--- src/hw/rtl/binary_reconstruction_open_close_assert.svh ---
// Assertion macros for the binary reconstruction block.
// Used by the top level; expects clk and rst_n in scope.
`ifndef BINARY_RECONSTRUCTION_OPEN_CLOSE_ASSERT_SVH
`define BINARY_RECONSTRUCTION_OPEN_CLOSE_ASSERT_SVH

// ante in one cycle implies cons in the next
`define BROC_ASSERT_NEXT(lbl, ante, cons, msg) \
  lbl: assert property (@(posedge clk) disable iff (!rst_n) (ante) |=> (cons)) \
    else $error(msg);

// expression never true
`define BROC_ASSERT_NEVER(lbl, expr, msg) \
  lbl: assert property (@(posedge clk) disable iff (!rst_n) !(expr)) \
    else $error(msg);

`endif

--- src/hw/rtl/broc_ram.sv ---
// Generic single write port, single read port RAM with registered read.
// No dependencies.
`timescale 1ns / 1ps

module broc_ram #(
  parameter int WIDTH = 64,
  parameter int DEPTH = 64
) (
  input  logic                     clk,
  input  logic                     we,
  input  logic [$clog2(DEPTH)-1:0] waddr,
  input  logic [WIDTH-1:0]         wdata,
  input  logic [$clog2(DEPTH)-1:0] raddr,
  output logic [WIDTH-1:0]         rdata
);

  logic [WIDTH-1:0] mem [DEPTH];

  always_ff @(posedge clk) begin
    if (we) begin
      mem[waddr] <= wdata;
    end
    rdata <= mem[raddr];
  end

endmodule

--- config.mk ---
export PLATFORM = sky130hd
export DESIGN_NAME = broc_ram
export DESIGN_NICKNAME = d
export VERILOG_FILES = /design/src/hw/rtl/binary_reconstruction_open_close_assert.svh /design/src/hw/rtl/broc_ram.sv
export SDC_FILE = /design/constraint.sdc
export NUM_CORES = 2
export LEC_CHECK = 0
export BUFFER_PORTS_ARGS = -buffer_cell sky130_fd_sc_hd__buf_2
export CAP_MARGIN = 20
export CELL_PAD_IN_SITES_DETAIL_PLACEMENT = 0
export CELL_PAD_IN_SITES_GLOBAL_PLACEMENT = 1
export CORE_UTILIZATION = 56
export CTS_CLUSTER_DIAMETER = 200
export DETAILED_ROUTE_END_ITERATION = 6
export MAX_ROUTING_LAYER = met4
export PLACE_DENSITY_LB_ADDON = 0.1
export SKIP_LAST_GASP = 1
export SLEW_MARGIN = 20
export SYNTH_ARGS = -nofsm -noshare
export SYNTH_HDL_FRONTEND = slang
export SYNTH_SLANG_ARGS = --single-unit
--- constraint.sdc ---
create_clock -name clk -period 6.5 [get_ports clk]
set_input_delay 0.325 -clock clk [delete_from_list [all_inputs] [get_ports clk]]
set_output_delay 0.325 -clock clk [all_outputs]
set_load 0.02 [all_outputs]
==> qor.yml <==
setup_path:
  crit_arrival_ps: 3650
  path_class: "input pin to flop"
  cp_max_fo: 23
  cp.required_ps: 7060
  critical-path-slowest-cell: "nor2_4"
  cp_cell_sequence: "dlygate4sd3_1 > buf_2 > nor2_1 > nand3_1 > nor2_4 > buf_4"
  cp_slowest_stage_delay_ps: 1020
  end_kind: "flop"
  startpoint_type: "input pin"
power:
  internal_power_mw: 44.6
  ir_drop_v: 0.000266
  power_density_nw_per_um2: 319
  comb_power_share: 0.046
  power.leakage_nw: 55.4
  switching_share: 0.209
  power.share.sequential: 0.529
  switching_power_mw: 11.8
  p_total_mw: 56.4
  pwr-share-clk: 0.425
placement:
  hpwl_um: 224000
  portBuffers: 141
  placedCellCount: 10285
  routabilityCongestion: 0.800
yosys:
  avgSynthCellArea_um2: 23.7
  postSynthCellCount: 6598
  ys_seq_area_frac: 0.795
  synth_nets: 6676
  synth.distinct_cells: 33
  yosysWarnings: 0
  ys_ff_latch: 4160
  syn-cell-area_um2: 156000
floorplan:
  die_x_um: 530
  initial_core_util: 0.564
  io_pins: 142
  die_h_um: 530
  coreArea_um2: 277000
  num_rows: 193
  dieArea_um2: 281000
clock_network:
  h-tree-depth: 5
  cts.reportedPaths.clkPinSlew_ps: 60
  cts.sinks: 4160
  post_cts_resized: 0
  cts_tree: "done"
  cts_root_buffer: "clkbuf_16"
  cts_buffer_depth: 4
  insertion_delay_ps: 950
  cts_buffers: 412
routing:
  viasPerCell: 6.82
  wl_per_cell_um: 38.5
  final_antenna_net_count: 0
  drc: 0
  dr.pass1.iters: 5
  vias: 75806
  drt_iter0_markers: 10058
  drt_wl_total_um: 428000
final_layout:
  instances_no_fill: 11121
  drive_gt1_frac: 0.284
  area_growth_pct: 13.2
  final_common_cell: "edfxtp_1"
  nNetsFinal: 7119
  layout_common_cells: "edfxtp_1 (4096), mux4_2 (1024), clkbuf_16 (424)"
global_route:
  grt_max_degree: 118
  grt_pass1_wl_um: 597000
  track_usage: 0.319
  grt_pass1_vias: 75060
  antenna_found_initial: 28
  grt-ovfl-total: 0
sta:
  finalSetupViolCount: 0
  clock.fmax_mhz: 324
  drv_slew: 0
  skew_ps: 33.1
  final-hold-violation-count: 0
  rsz0062_at_grt: "no"
  tns_ps: 0
  period_share: 0.475
  post-route-min-period_ps: 3080
  slew_headroom: 0.228
  worst_pin_slew_ps: 1160
worst_hold_path:
  hold_class: "input pin to flop"
run:
  cap_violations: 0
status:
  outcome: "completed"
-- critical path, delay by kind of cell --
family,cells,cell delay (ps)
buf+inv,3,1520
simple gates,3,1720
-- timing repair --
action	CTS	global route
buffers inserted	0	0
hold buffers	4	33
endpoints found under the hold margin	122	1640
-- per-layer routing --
| layer | GRT usage | routed length (um) | vias to the layer above |
|---|---|---|---|
| met5 | - | 0 | - |
| met4 | 0.0806 | 11700 | 0 |
| met3 | 0.0449 | 38300 | 679 |
| met2 | 0.500 | 211000 | 4040 |
| met1 | 0.449 | 167000 | 41645 |
| li1 | - | - | 29442 |
-- area by class of cell --
| cell class | count | area [um^2] |
|---|---|---|
| Antenna cell | 24 | 60.1 |
| Clock buffer | 541 | 11300 |
| Clock inverter | 224 | 2280 |
| Fill cell | 18290 | 100000 |
| Inverter | 19 | 71.3 |
| Multi-Input combinational cell | 2049 | 30800 |
| Sequential cell | 4160 | 124000 |
| Tap cell | 3705 | 4640 |
| Timing Repair Buffer | 399 | 3510 |
-- Yosys cell counts --
library cell,number,share of area
nand3_1,45,0.0014
and2_1,3,0.00012
and3_1,64,0.0026
nand3b_1,2,0.000096
nor2b_1,28,0.0011
clkbuf_1,140,0.0034
nor2_1,112,0.0027
edfxtp_1,4096,0.79
dfxtp_1,64,0.0082
nor3_1,2,0.000064
o22ai_1,83,0.0033
buf_4,34,0.0016
or3_1,29,0.0012
nand4_1,2,0.000080
buf_1,20,0.00048
o221ai_1,38,0.0021
nand4b_1,1,0.000056
a2bb2oi_1,19,0.0011
a31o_1,1,0.000056
or3b_2,1,0.000056
buf_2,170,0.0054
nand2b_1,11,0.00044
a22oi_1,168,0.0081
a31oi_1,18,0.00072
a41oi_1,26,0.0015
mux4_2,1024,0.15
inv_1,19,0.00046
buf_6,6,0.00043
a211oi_1,63,0.0030
mux2i_1,135,0.0086
nand2_1,58,0.0014
a22o_1,88,0.0049
or2_2,28,0.0011
-- cells by family after synthesis --
kind of cell,synth area share
multiplexers,0.156
buffers and inverters,0.0118
AND/OR/NAND/NOR,0.0124
flip-flops,0.795
AO/OA/AOI/OAI,0.0248
-- power groups by stage --
stage	Combinational, mW	Sequential, mW	Clock (mW)
CTS	2.58	29.9	24.2
finish	2.60	29.8	23.9
global route	2.74	29.8	25.2
detailed placement	2.57	30.4	0
global placement	2.54	30.4	0
floorplan	1.38	30.4	0
-- final timing paths --
kind         depth (start not counted)  slack [ps]         end        start
min reg2reg                          4         830   rdata[10]  mem[38][10]
max reg2reg                          5        4410   rdata[28]  mem[10][28]
min                                  1         100  mem[1][51]    wdata[51]
max                                  6        3420  mem[9][39]     waddr[1]
-- state kept, by name, indices dropped and copies added, names as in the netlist --
register,cells
rdata,64
mem,4096
-- metrics by stage --
step	hold slack, ps	setup WS, ps	utilization	cell area, um^2
floorplan	424	739	-	156000
global placement	749	3010	0.587	163000
detailed placement	746	3020	0.587	163000
CTS	36.8	3520	0.636	176000
global route	80.3	3370	0.639	177000
finish	97.9	3420	0.639	177000
Power figures use the tool's default switching activity.
